**config.mk**
```make
export PLATFORM = sky130hd
export DESIGN_NAME = color_temperature_gain_matrix
export DESIGN_NICKNAME = d
export VERILOG_FILES = /design/src/rtl/ctg_pkg.sv /design/src/rtl/ctg_front.sv /design/src/rtl/ctg_gain.sv /design/src/rtl/color_temperature_gain_matrix.sv
export SDC_FILE = /design/constraint.sdc
export NUM_CORES = 2
export LEC_CHECK = 0
export BUFFER_PORTS_ARGS = -buffer_cell sky130_fd_sc_hd__buf_2
export CORE_MARGIN = 5
export CORE_UTILIZATION = 50
export CTS_BUF_LIST = sky130_fd_sc_hd__clkbuf_4
export DETAILED_ROUTE_END_ITERATION = 6
export PLACE_DENSITY = 0.67
export RECOVER_POWER = 100
export SYNTH_ARGS = -nofsm -noshare
export SYNTH_HDL_FRONTEND = slang
export SYNTH_HIERARCHICAL = 1
export SYNTH_SLANG_ARGS = --single-unit
```
**constraint.sdc**
```tcl
create_clock -name clk -period 20.3 [get_ports clk]
set_clock_uncertainty 0.15 [all_clocks]
set_input_delay 5.075 -clock clk [delete_from_list [all_inputs] [get_ports clk]]
set_output_delay 5.075 -clock clk [all_outputs]
set_load 0.01 [all_outputs]
```
**src/rtl/ctg_pkg.sv**
```systemverilog
// shared types, constants and the temperature curve table function
package ctg_pkg;

    localparam int KELVIN_W  = 16;
    localparam int GAMMA_W   = 10;
    localparam int LEVEL_W   = 16;
    localparam int GAIN_W    = 26;
    localparam int INDEX_W   = 8;
    localparam int ROM_DEPTH = 1 << INDEX_W;

    localparam logic [KELVIN_W-1:0] KELVIN_MIN = 16'd1000;
    localparam logic [KELVIN_W-1:0] KELVIN_MAX = 16'd20000;
    localparam int INDEX_MIN     = 10;
    localparam int INDEX_MAX     = 200;
    localparam int WARM_LIMIT    = 66;
    localparam int NO_BLUE_LIMIT = 19;

    // kelvin / 100 as (kelvin * 5243) >> 19, exact over the accepted range
    localparam int DIV100_MUL_W = 13;
    localparam logic [DIV100_MUL_W-1:0] DIV100_MUL = 13'd5243;
    localparam int DIV100_SHIFT = 19;

    localparam logic [GAMMA_W-1:0] MAX_GAMMA_RESET = 10'd100;
    localparam logic [GAIN_W-1:0]  UNITY_GAIN      = 26'd6528000;
    localparam logic [LEVEL_W-1:0] FULL_LEVEL      = 16'd65280;

    localparam int CH_RED   = 0;
    localparam int CH_GREEN = 1;
    localparam int CH_BLUE  = 2;

    typedef enum logic [1:0] {
        ST_OK     = 2'd0,
        ST_KELVIN = 2'd1,
        ST_GAMMA  = 2'd2
    } ctg_status_t;

    typedef struct packed {
        logic [KELVIN_W-1:0] kelvin;
        logic [GAMMA_W-1:0]  gamma_percent;
        logic                identity;
    } ctg_in_t;

    typedef struct packed {
        logic [1:0]        status;
        logic [GAIN_W-1:0] red_level;
        logic [GAIN_W-1:0] green_level;
        logic [GAIN_W-1:0] blue_level;
    } ctg_out_t;

    typedef struct packed {
        logic [INDEX_W-1:0] index;
        logic [GAMMA_W-1:0] gamma_percent;
        logic               identity;
        ctg_status_t        status;
    } ctg_stage_t;

    // q8.8 channel level at t = kelvin / 100, evaluated at elaboration only
    function automatic logic [LEVEL_W-1:0] curve_level(input int t, input int ch);
        real v;
        int  q;
        v = 0.0;
        if (t >= INDEX_MIN && t <= INDEX_MAX) begin
            if (t <= WARM_LIMIT) begin
                case (ch)
                    CH_RED:   v = 255.0;
                    CH_GREEN: v = 99.4708025861 * $ln(real'(t)) - 161.1195681661;
                    CH_BLUE:
                    begin
                        if (t <= NO_BLUE_LIMIT)
                            v = 0.0;
                        else
                            v = 138.5177312231 * $ln(real'(t - 10)) - 305.0447927307;
                    end
                    default:  v = 0.0;
                endcase
            end
            else begin
                case (ch)
                    CH_RED:   v = 329.698727446 * $pow(real'(t - 60), -0.1332047592);
                    CH_GREEN: v = 288.1221695283 * $pow(real'(t - 60), -0.0755148492);
                    CH_BLUE:  v = 255.0;
                    default:  v = 0.0;
                endcase
            end
        end
        if (v < 0.0)
            v = 0.0;
        if (v > 255.0)
            v = 255.0;
        q = $rtoi(v * 256.0 + 0.5);
        return LEVEL_W'(q);
    endfunction

endpackage

```
**src/rtl/ctg_front.sv**
```systemverilog
// input register: acceptance, range checks, table index and max gamma register
module ctg_front (
    input  logic              clk,
    input  logic              rst_n,
    input  logic              in_valid,
    output logic              in_stall,
    input  ctg_pkg::ctg_in_t  in_data,
    input  logic              cfg_we,
    input  logic [ctg_pkg::GAMMA_W-1:0] cfg_data,
    input  logic              s1_ready,
    output logic              s1_valid,
    output ctg_pkg::ctg_stage_t s1_data
);

    logic                           s1_valid_reg;
    logic                           s1_valid_next;
    ctg_pkg::ctg_stage_t            s1_data_reg;
    ctg_pkg::ctg_stage_t            s1_data_next;
    logic [ctg_pkg::GAMMA_W-1:0]    max_gamma_reg;
    logic [ctg_pkg::GAMMA_W-1:0]    max_gamma_next;
    logic                           take;
    logic [ctg_pkg::KELVIN_W+ctg_pkg::DIV100_MUL_W-1:0] div_prod;

    assign in_stall = s1_valid_reg && !s1_ready;
    assign take     = in_valid && !in_stall;
    assign div_prod = {{ctg_pkg::DIV100_MUL_W{1'b0}}, in_data.kelvin}
                    * {{ctg_pkg::KELVIN_W{1'b0}}, ctg_pkg::DIV100_MUL};

    always_comb
    begin
        s1_data_next               = s1_data_reg;
        s1_valid_next              = s1_valid_reg;
        max_gamma_next             = cfg_we ? cfg_data : max_gamma_reg;
        if (take)
        begin
            s1_valid_next               = 1'b1;
            s1_data_next.index          = div_prod[ctg_pkg::DIV100_SHIFT +: ctg_pkg::INDEX_W];
            s1_data_next.gamma_percent  = in_data.gamma_percent;
            s1_data_next.identity       = in_data.identity;
            if (in_data.kelvin < ctg_pkg::KELVIN_MIN || in_data.kelvin > ctg_pkg::KELVIN_MAX)
                s1_data_next.status = ctg_pkg::ST_KELVIN;
            else if (in_data.gamma_percent > max_gamma_reg)
                s1_data_next.status = ctg_pkg::ST_GAMMA;
            else
                s1_data_next.status = ctg_pkg::ST_OK;
        end
        else if (s1_ready)
        begin
            s1_valid_next = 1'b0;
        end
    end

    always_ff @(posedge clk or negedge rst_n)
    begin
        if (!rst_n)
        begin
            s1_valid_reg  <= 1'b0;
            max_gamma_reg <= ctg_pkg::MAX_GAMMA_RESET;
        end
        else
        begin
            s1_valid_reg  <= s1_valid_next;
            max_gamma_reg <= max_gamma_next;
        end
    end

    always_ff @(posedge clk)
    begin
        s1_data_reg <= s1_data_next;
    end

    assign s1_valid = s1_valid_reg;
    assign s1_data  = s1_data_reg;

    // an accepted temperature always lands on a populated table row
    a_index_range: assert property (@(posedge clk) disable iff (!rst_n)
        (s1_valid_reg && s1_data_reg.status == ctg_pkg::ST_OK) |->
        (s1_data_reg.index >= ctg_pkg::INDEX_W'(ctg_pkg::INDEX_MIN)
         && s1_data_reg.index <= ctg_pkg::INDEX_W'(ctg_pkg::INDEX_MAX)))
        else $error("table index outside populated range");

    // a held item is not overwritten
    a_stage_hold: assert property (@(posedge clk) disable iff (!rst_n)
        (s1_valid_reg && !s1_ready) |=> (s1_valid_reg && $stable(s1_data_reg)))
        else $error("stage register changed while blocked");

endmodule

```
**src/rtl/ctg_gain.sv**
```systemverilog
// curve table, gamma multiplies, held gains and result register
module ctg_gain (
    input  logic                clk,
    input  logic                rst_n,
    input  logic                s1_valid,
    input  ctg_pkg::ctg_stage_t s1_data,
    output logic                s1_ready,
    output logic                out_valid,
    input  logic                out_stall,
    output ctg_pkg::ctg_out_t   out_data
);

    logic [ctg_pkg::LEVEL_W-1:0] red_rom   [ctg_pkg::ROM_DEPTH];
    logic [ctg_pkg::LEVEL_W-1:0] green_rom [ctg_pkg::ROM_DEPTH];
    logic [ctg_pkg::LEVEL_W-1:0] blue_rom  [ctg_pkg::ROM_DEPTH];

    for (genvar i = 0; i < ctg_pkg::ROM_DEPTH; i++)
    begin : g_rom
        localparam logic [ctg_pkg::LEVEL_W-1:0] R = ctg_pkg::curve_level(i, ctg_pkg::CH_RED);
        localparam logic [ctg_pkg::LEVEL_W-1:0] G = ctg_pkg::curve_level(i, ctg_pkg::CH_GREEN);
        localparam logic [ctg_pkg::LEVEL_W-1:0] B = ctg_pkg::curve_level(i, ctg_pkg::CH_BLUE);
        assign red_rom[i]   = R;
        assign green_rom[i] = G;
        assign blue_rom[i]  = B;
    end

    logic [ctg_pkg::LEVEL_W-1:0] red_lvl;
    logic [ctg_pkg::LEVEL_W-1:0] green_lvl;
    logic [ctg_pkg::LEVEL_W-1:0] blue_lvl;
    logic [ctg_pkg::GAIN_W-1:0]  red_gain;
    logic [ctg_pkg::GAIN_W-1:0]  green_gain;
    logic [ctg_pkg::GAIN_W-1:0]  blue_gain;
    logic                        advance;
    logic                        update;

    logic                        out_valid_reg;
    logic                        out_valid_next;
    ctg_pkg::ctg_out_t           out_data_reg;
    ctg_pkg::ctg_out_t           out_data_next;
    logic [ctg_pkg::GAIN_W-1:0]  held_red_reg;
    logic [ctg_pkg::GAIN_W-1:0]  held_green_reg;
    logic [ctg_pkg::GAIN_W-1:0]  held_blue_reg;
    logic [ctg_pkg::GAIN_W-1:0]  held_red_next;
    logic [ctg_pkg::GAIN_W-1:0]  held_green_next;
    logic [ctg_pkg::GAIN_W-1:0]  held_blue_next;

    assign s1_ready = !out_valid_reg || !out_stall;
    assign advance  = s1_valid && s1_ready;
    assign update   = advance && (s1_data.status == ctg_pkg::ST_OK);

    assign red_lvl   = s1_data.identity ? ctg_pkg::FULL_LEVEL : red_rom[s1_data.index];
    assign green_lvl = s1_data.identity ? ctg_pkg::FULL_LEVEL : green_rom[s1_data.index];
    assign blue_lvl  = s1_data.identity ? ctg_pkg::FULL_LEVEL : blue_rom[s1_data.index];

    assign red_gain   = {{ctg_pkg::GAMMA_W{1'b0}}, red_lvl}
                      * {{ctg_pkg::LEVEL_W{1'b0}}, s1_data.gamma_percent};
    assign green_gain = {{ctg_pkg::GAMMA_W{1'b0}}, green_lvl}
                      * {{ctg_pkg::LEVEL_W{1'b0}}, s1_data.gamma_percent};
    assign blue_gain  = {{ctg_pkg::GAMMA_W{1'b0}}, blue_lvl}
                      * {{ctg_pkg::LEVEL_W{1'b0}}, s1_data.gamma_percent};

    always_comb
    begin
        held_red_next   = update ? red_gain   : held_red_reg;
        held_green_next = update ? green_gain : held_green_reg;
        held_blue_next  = update ? blue_gain  : held_blue_reg;
        out_data_next   = out_data_reg;
        out_valid_next  = out_valid_reg && out_stall;
        if (advance)
        begin
            out_valid_next            = 1'b1;
            out_data_next.status      = 2'(s1_data.status);
            out_data_next.red_level   = held_red_next;
            out_data_next.green_level = held_green_next;
            out_data_next.blue_level  = held_blue_next;
        end
    end

    always_ff @(posedge clk or negedge rst_n)
    begin
        if (!rst_n)
        begin
            out_valid_reg  <= 1'b0;
            held_red_reg   <= ctg_pkg::UNITY_GAIN;
            held_green_reg <= ctg_pkg::UNITY_GAIN;
            held_blue_reg  <= ctg_pkg::UNITY_GAIN;
        end
        else
        begin
            out_valid_reg  <= out_valid_next;
            held_red_reg   <= held_red_next;
            held_green_reg <= held_green_next;
            held_blue_reg  <= held_blue_next;
        end
    end

    always_ff @(posedge clk)
    begin
        out_data_reg <= out_data_next;
    end

    assign out_valid = out_valid_reg;
    assign out_data  = out_data_reg;

    // the pending result always mirrors the held gains
    a_out_is_held: assert property (@(posedge clk) disable iff (!rst_n)
        out_valid_reg |-> (out_data_reg.red_level == held_red_reg
                           && out_data_reg.green_level == held_green_reg
                           && out_data_reg.blue_level == held_blue_reg))
        else $error("result differs from held gains");

    // held gains move only on an accepted request that passed both checks
    a_held_update: assert property (@(posedge clk) disable iff (!rst_n)
        !update |=> ($stable(held_red_reg) && $stable(held_green_reg)
                     && $stable(held_blue_reg)))
        else $error("held gains changed without an ok request");

    // a rejected request leaves its status in the result
    a_reject_status: assert property (@(posedge clk) disable iff (!rst_n)
        (advance && s1_data.status != ctg_pkg::ST_OK) |=>
        (out_valid_reg && out_data_reg.status != 2'(ctg_pkg::ST_OK)))
        else $error("rejected request reported as ok");

endmodule

```
**src/rtl/color_temperature_gain_matrix.sv**
```systemverilog
// top level of the colour temperature gain matrix
// path: an accepted transaction is registered in the input stage register, then in the result register
// throughput: one transaction per cycle while out_stall is low, set by the single input stage and result register
// the result register frees itself in the same cycle its transaction is taken downstream
// reset: asynchronous, active low; clears both valids, max gamma to 100, held gains to unity
// no clearing pass: the curve table is constant logic
module color_temperature_gain_matrix (
    input  logic                         clk,
    input  logic                         rst_n,
    input  logic                         in_valid,
    output logic                         in_stall,
    input  ctg_pkg::ctg_in_t             in_data,
    output logic                         out_valid,
    input  logic                         out_stall,
    output ctg_pkg::ctg_out_t            out_data,
    input  logic                         cfg_we,
    input  logic [ctg_pkg::GAMMA_W-1:0]  cfg_data
);

    // stage between the input register and the gain logic
    logic                s1_valid;
    logic                s1_ready;
    ctg_pkg::ctg_stage_t s1_data;

    // front end: takes a transaction, checks temperature then gamma, forms kelvin / 100
    ctg_front u_front (
        .clk      (clk),
        .rst_n    (rst_n),
        .in_valid (in_valid),
        .in_stall (in_stall),
        .in_data  (in_data),
        .cfg_we   (cfg_we),
        .cfg_data (cfg_data),
        .s1_ready (s1_ready),
        .s1_valid (s1_valid),
        .s1_data  (s1_data)
    );

    // back end: curve lookup per channel, three gamma multiplies, held gains and
    // result register; a rejected transaction repeats the held gains
    ctg_gain u_gain (
        .clk       (clk),
        .rst_n     (rst_n),
        .s1_valid  (s1_valid),
        .s1_data   (s1_data),
        .s1_ready  (s1_ready),
        .out_valid (out_valid),
        .out_stall (out_stall),
        .out_data  (out_data)
    );

endmodule
```
# == Word level (Yosys, flattened, before mapping) ==
# Memory sizes are Yosys's and may differ from the RTL's.
# Cells that the tools add are included.
# W data, S select, Z words.
# classes
magnitude_cmp,4
n_reduce_logical,13
n_mul,4
n_mux,16
bitwise,1
# ops
cell,count
$mux W16,9
$mul A16 B10 Y26,3
$mux W26,3
$mul A16 B13 Y27 const B,1
$gt A16 B15 Y1 const B,1
$lt A16 B10 Y1 const B,1
$gt A10 B10 Y1,1
$ge A9 B9 Y1 const B,1
$not A8 Y9,1
$logic_and A1 B1 Y1,5
$logic_not A1 Y1,4
$mux W1,3
$logic_not A2 Y1,1
$logic_or A1 B1 Y1,2
$mux W2,1
$reduce_bool A2 Y1,1
# word_totals
n_memories,3
mem_bits_ro,12288
in_bits,42
ff_bits,191
elab_cells,55
out_inout_bits,82
# memory_table
name,depth,word_bits,rd,rd_ports_with_merged_regs,write_ports,line_no,rtl
(name not given),256,16,1,0,0,ctg_gain.sv:52,assign green_lvl = s1_data.identity ? ctg_pkg::FULL_LEVEL : green_rom[s1_data.index];
(name not given),256,16,1,0,0,ctg_gain.sv:53,assign blue_lvl = s1_data.identity ? ctg_pkg::FULL_LEVEL : blue_rom[s1_data.index];
(name not given),256,16,1,0,0,ctg_gain.sv:51,assign red_lvl = s1_data.identity ? ctg_pkg::FULL_LEVEL : red_rom[s1_data.index];

# == Longest topological paths before layout ==
# depth
word_depth,7
mapped_depth,32
depth_no_buf,27

# == By module ==
# Netlist, hierarchy kept.
# by_module_without_submodules
module,n_inst,seq_area_each_um2,area_each_um2,cells_each
ctg_gain,1,4409.2,26556.7,3173
ctg_front,1,909.6,5348.9,514

# == Worst setup path after synthesis ==
# No wires, ideal clock.
# synth_timing
path_type,input-to-output
startpoint,input port out_stall
endpoint,output port in_stall
arrival_time_ps,5378
cell_stages,3
required_time_ps,15075
path_buffers,0
path_slack_ps,9697
path_cell_list,nand2_1 -> nand2b_1 -> inv_1
# synth_between
elab_chain_cells,4
# synth_lines
element,line_no,rtl
from (decl),color_temperature_gain_matrix.sv:14,"input logic out_stall,"
$logic_not A1 Y1,ctg_gain.sv:47,assign s1_ready = !out_valid_reg || !out_stall;
$logic_or A1 B1 Y1,ctg_gain.sv:47,
$logic_not A1 Y1,ctg_front.sv:24,assign in_stall = s1_valid_reg && !s1_ready;
$logic_and A1 B1 Y1,ctg_front.sv:24,
to (decl),color_temperature_gain_matrix.sv:11,"output logic in_stall,"
# Every way passes these cells.

# == Worst setup path in the final report ==
# layout_timing
startpoint,register u_front.s1_data_reg (netlist bit u_front/s1_data[14])
endpoint,register u_gain.out_data_reg (netlist bit u_gain/out_data[46]) (data pin)
# layout_between
elab_chain_cells,7
# layout_lines
element,line_no,rtl
from (decl),ctg_front.sv:17,ctg_pkg::ctg_stage_t s1_data_reg;
from (signal assigned),ctg_front.sv:69,s1_data_reg <= s1_data_next;
$not A8 Y9 (implied by the code),ctg_gain.sv:52,
$mem_v2 Z256 W16,-,
$mux W16 (implied by the code) (2 in a row),ctg_gain.sv:52,
$mux W16,ctg_gain.sv:52,
$mul A16 B10 Y26,ctg_gain.sv:58,"* {{ctg_pkg::LEVEL_W{1'b0}}, s1_data.gamma_percent};"
$mux W26,ctg_gain.sv:65,held_green_next = update ? green_gain : held_green_reg;
net u_gain.held_green_next (one bit),ctg_gain.sv:44,logic [ctg_pkg::GAIN_W-1:0] held_green_next;
to (signal assigned),ctg_gain.sv:99,out_data_reg <= out_data_next;
to (decl),ctg_gain.sv:38,ctg_pkg::ctg_out_t out_data_reg;
# The timed path passes the listed nets, and every way through them passes these cells. The select of a mux whose other input is x is not followed.
# A chain may end at the register's enable or synchronous reset.

==> results by group <==
Setup path
  • Worst path arrival time: 12190 ps
  • Startpoint types: flop
  • Most frequent CP cell: fa_1
  • Crit-path max cell delay: 1250 ps
  • WS Path Type: flop to flop
  • Worst endpoint required time: 20530 ps
  • Worst Setup End Kind: flop
  • Critical path's slowest cell: clkbuf_1
  • Delay-heaviest family, CP: adder cells
  • Critical path buffers and inverters: 6
  • Worst path depth: 27
  • Worst-path maximum fanout: 27
  • R2R cell count: 27

Timing
  • RSZ-0062 raised after global routing: false
  • Fmax achieved: 83.6 MHz
  • Final setup viols: 0
  • Fin. Hold Viols: 0
  • Setup Total Neg Slack: 0 ps
  • Worst-Margin Slew: 3350 ps
  • Period utilization: 58.9%
  • Pins Over Slew Limit: 278
  • Slew HR: -124%
  • Min Tclk post-route: 11960 ps

Logic synthesis
  • Commonest cells in the netlist: nand2_1 (520), inv_1 (510), fa_1 (404), ha_1 (331), o21ai_0 (207)
  • Number of flops mapped to enable cells by yosys: a little over 100
  • FF+latch count, synth: 191
  • Yosys top cell by area: fa_1
  • Syn avg cell area: ~8.7 um2
  • Synth top area share: approximately 25%
  • Net Count, Synth: 4464
  • Mapped Area: between 30000 and 40000 um2
  • Top area cells in the synthesized netlist: fa_1 (25%), ha_1 (13%), edfxtp_1 (9.5%)
  • Synth unique cells: 93
  • Seq/Total Area, Yosys: 16.7%
  • Most frequently used flop master after synthesis: edfxtp_1
  • Syn Inst Count: 3687
  • Asr flop ratio synth: between 40% and 50%
  • Top-count cell post-synth: nand2_1
  • YS warnings: 6

Clocking
  • TritonCTS clock tree: yes
  • Clock Path Buffers: 2
  • H-Tree Depth: 4
  • CTS Buf Count: 17
  • Clk slew on worst S/H paths: between 150 and 200 ps
  • Number of clock sinks: 191
  • Post-CTS sizing: 0
  • Cts hold-fix bufs: 0
  • Postcts setup bufs: 0
  • Root buf cell: clkbuf_4
  • Worst skew pair latency: 690 ps

Detailed routing
  • Initial DRC Count: 3419
  • Routed Antenna Nets: 0
  • Via count: 27.7k
  • Vias per cell: 6.12
  • Total wire length: 102 mm
  • DRC Markers: 0
  • Routed len/inst: 22.6 um
  • DRT Pass-1 Iters: 6

Hold path
  • Hold Crit Class: flop to flop
  • Hold path cells: 2

Global routing
  • GRT overflow: 0
  • All-Layer GR Usage: 29.4%
  • Vias in the first global route: 28.3k
  • Largest net degree at the start of global routing: 185
  • Global-route wire length before repair: about 160 mm
  • Initial antenna violation count: 3

Die
  • I/O pin cnt: about 120
  • Die width: 263 um
  • Initial core utilization: 50.5%
  • Die Ht: 263 um
  • Core ar.: ~63000 um2
  • Row count: 92
  • Die area: 69000 um2

Placement
  • Gpl congestion: 1.07
  • Dpl hpwl: 76.8 mm
  • Buffers on Ports: 123

Final layout
  • Area growth from synthesis to layout: 4.23%
  • Share of cells above drive strength 1: 5.19%
  • Layout net count: about 4.4k
  • Max reg flops: 80

Outcome
  • Status: finished with violations
  • Failing checks: capacitance limit, slew limit

Job
  • Maxcap violations: 5
-- layout make-up --
class	instances	area (um2)
antenna	2	5.00
timing repair buffer	175	875
fill	6026	29900
tap	846	1060
sequential	191	5320
multi-input combinational	2769	23700
clock inverter	15	206
clock buffer	17	128
inverter	512	1920
-- per-layer routing --
layer	global-route usage, %	up-vias	part of all wire (%)
li1	-	12300	-
met1	39.3	13600	41
met2	46.0	1468	44
met3	6.75	313	9.7
met4	13.3	4	5.3
met5	0	-	0.023
-- worst reg2reg max path: stages, from the launching register on --
cell       delay [ps]
edfxtp_1          360
clkbuf_1         1250
inv_1             610
ha_1              970
nor2b_1           250
clkbuf_1          770
o21ai_0           470
o31ai_1           190
nand2_1            80
a21oi_1           530
a2bb2oi_1         910
nand2_1           180
fa_1              550
fa_1              550
inv_1              50
fa_1              450
fa_1              490
inv_1              50
fa_1              470
inv_1              40
ha_1              330
a21oi_1           250
nand3b_1          150
o211ai_1          620
nand2_1           180
a41oi_1           400
xor2_1            210
o21ai_0           120
-- cell usage in the layout (no fill, tap or decap), types with 10 or more instances in the layout --
master / Yosys / routed
dfrtp_1: 63 / 63
o31ai_1: 14 / 14
o21ai_1: 18 / 12
nand4_1: 20 / 20
nor3_1: 83 / 82
a311oi_1: 26 / 26
and2_1: 123 / 121
a21o_1: 42 / 42
nand2b_1: 53 / 53
a21oi_1: 196 / 196
o21a_1: 16 / 16
or3_1: 14 / 14
o211ai_1: 26 / 26
a221oi_1: 10 / 10
buf_2: 66 / 26
a311o_1: 11 / 11
fa_1: 404 / 404
clkbuf_4: 0 / 17
nor2_1: 181 / 182
a2111oi_0: 11 / 11
edfxtp_1: 101 / 101
buf_4: 8 / 45
ha_1: 331 / 331
a211o_1: 11 / 11
nor2b_1: 38 / 38
o311ai_0: 12 / 13
mux4_2: 15 / 15
inv_1: 510 / 509
o21ai_0: 207 / 213
nand3_1: 54 / 54
a211oi_1: 41 / 41
and3_1: 15 / 15
a31oi_1: 49 / 49
clkbuf_1: 124 / 103
xnor2_1: 40 / 40
nand2_1: 520 / 520
xor2_1: 35 / 35
dfstp_2: 27 / 27
-- through the flow --
step | utilization [%] | setup slack (ps) | hold slack (ps) | area [um2] | cells
final | 52.6 | 8340 | 339 | 33300 | 4527
after global routing | 52.6 | 8080 | 374 | 33300 | 4527
after CTS | 52.9 | 9490 | 348 | 33400 | 4525
after detailed placement | 52.3 | 9490 | 305 | 33100 | 4493
after global placement | 52.3 | 9510 | 304 | 33100 | 4493
after floorplan | - | 9700 | 287 | 31900 | 3687
-- final timing paths --
kind                                                 end  slack, ps                   start
max in group asynchronous        u_gain/held_red_reg[18]      11140                   rst_n
worst min register to register    u_gain/held_red_reg[3]        340  u_gain/held_red_reg[3]
min in group asynchronous       u_front/max_gamma_reg[3]       5020                   rst_n
worst min-delay path              u_gain/held_red_reg[3]        340  u_gain/held_red_reg[3]
worst max-delay path                 u_gain/out_data[46]       8340     u_front/s1_data[14]
worst max register to register       u_gain/out_data[46]       8340     u_front/s1_data[14]
-- cell families (layout without fill, tap and decap cells) --
group | count (synthesis) | count (layout) | share of synthesized area, %
XOR/XNOR | 75 | 75 | 2.06
multiplexers | 24 | 24 | 1.35
buffers and inverters | 727 | 719 | 8.91
adder cells (fa/ha/maj) | 735 | 735 | 38.3
AO/OA/AOI/OAI | 789 | 789 | 16.1
AND/OR/NAND/NOR | 1146 | 1146 | 16.6
flip-flops | 191 | 191 | 16.7
other | 0 | 2 | 0
Power is left out: the tool's default activity adds up to more than one toggle a clock period on the data nets, which glitch-free logic cannot reach.
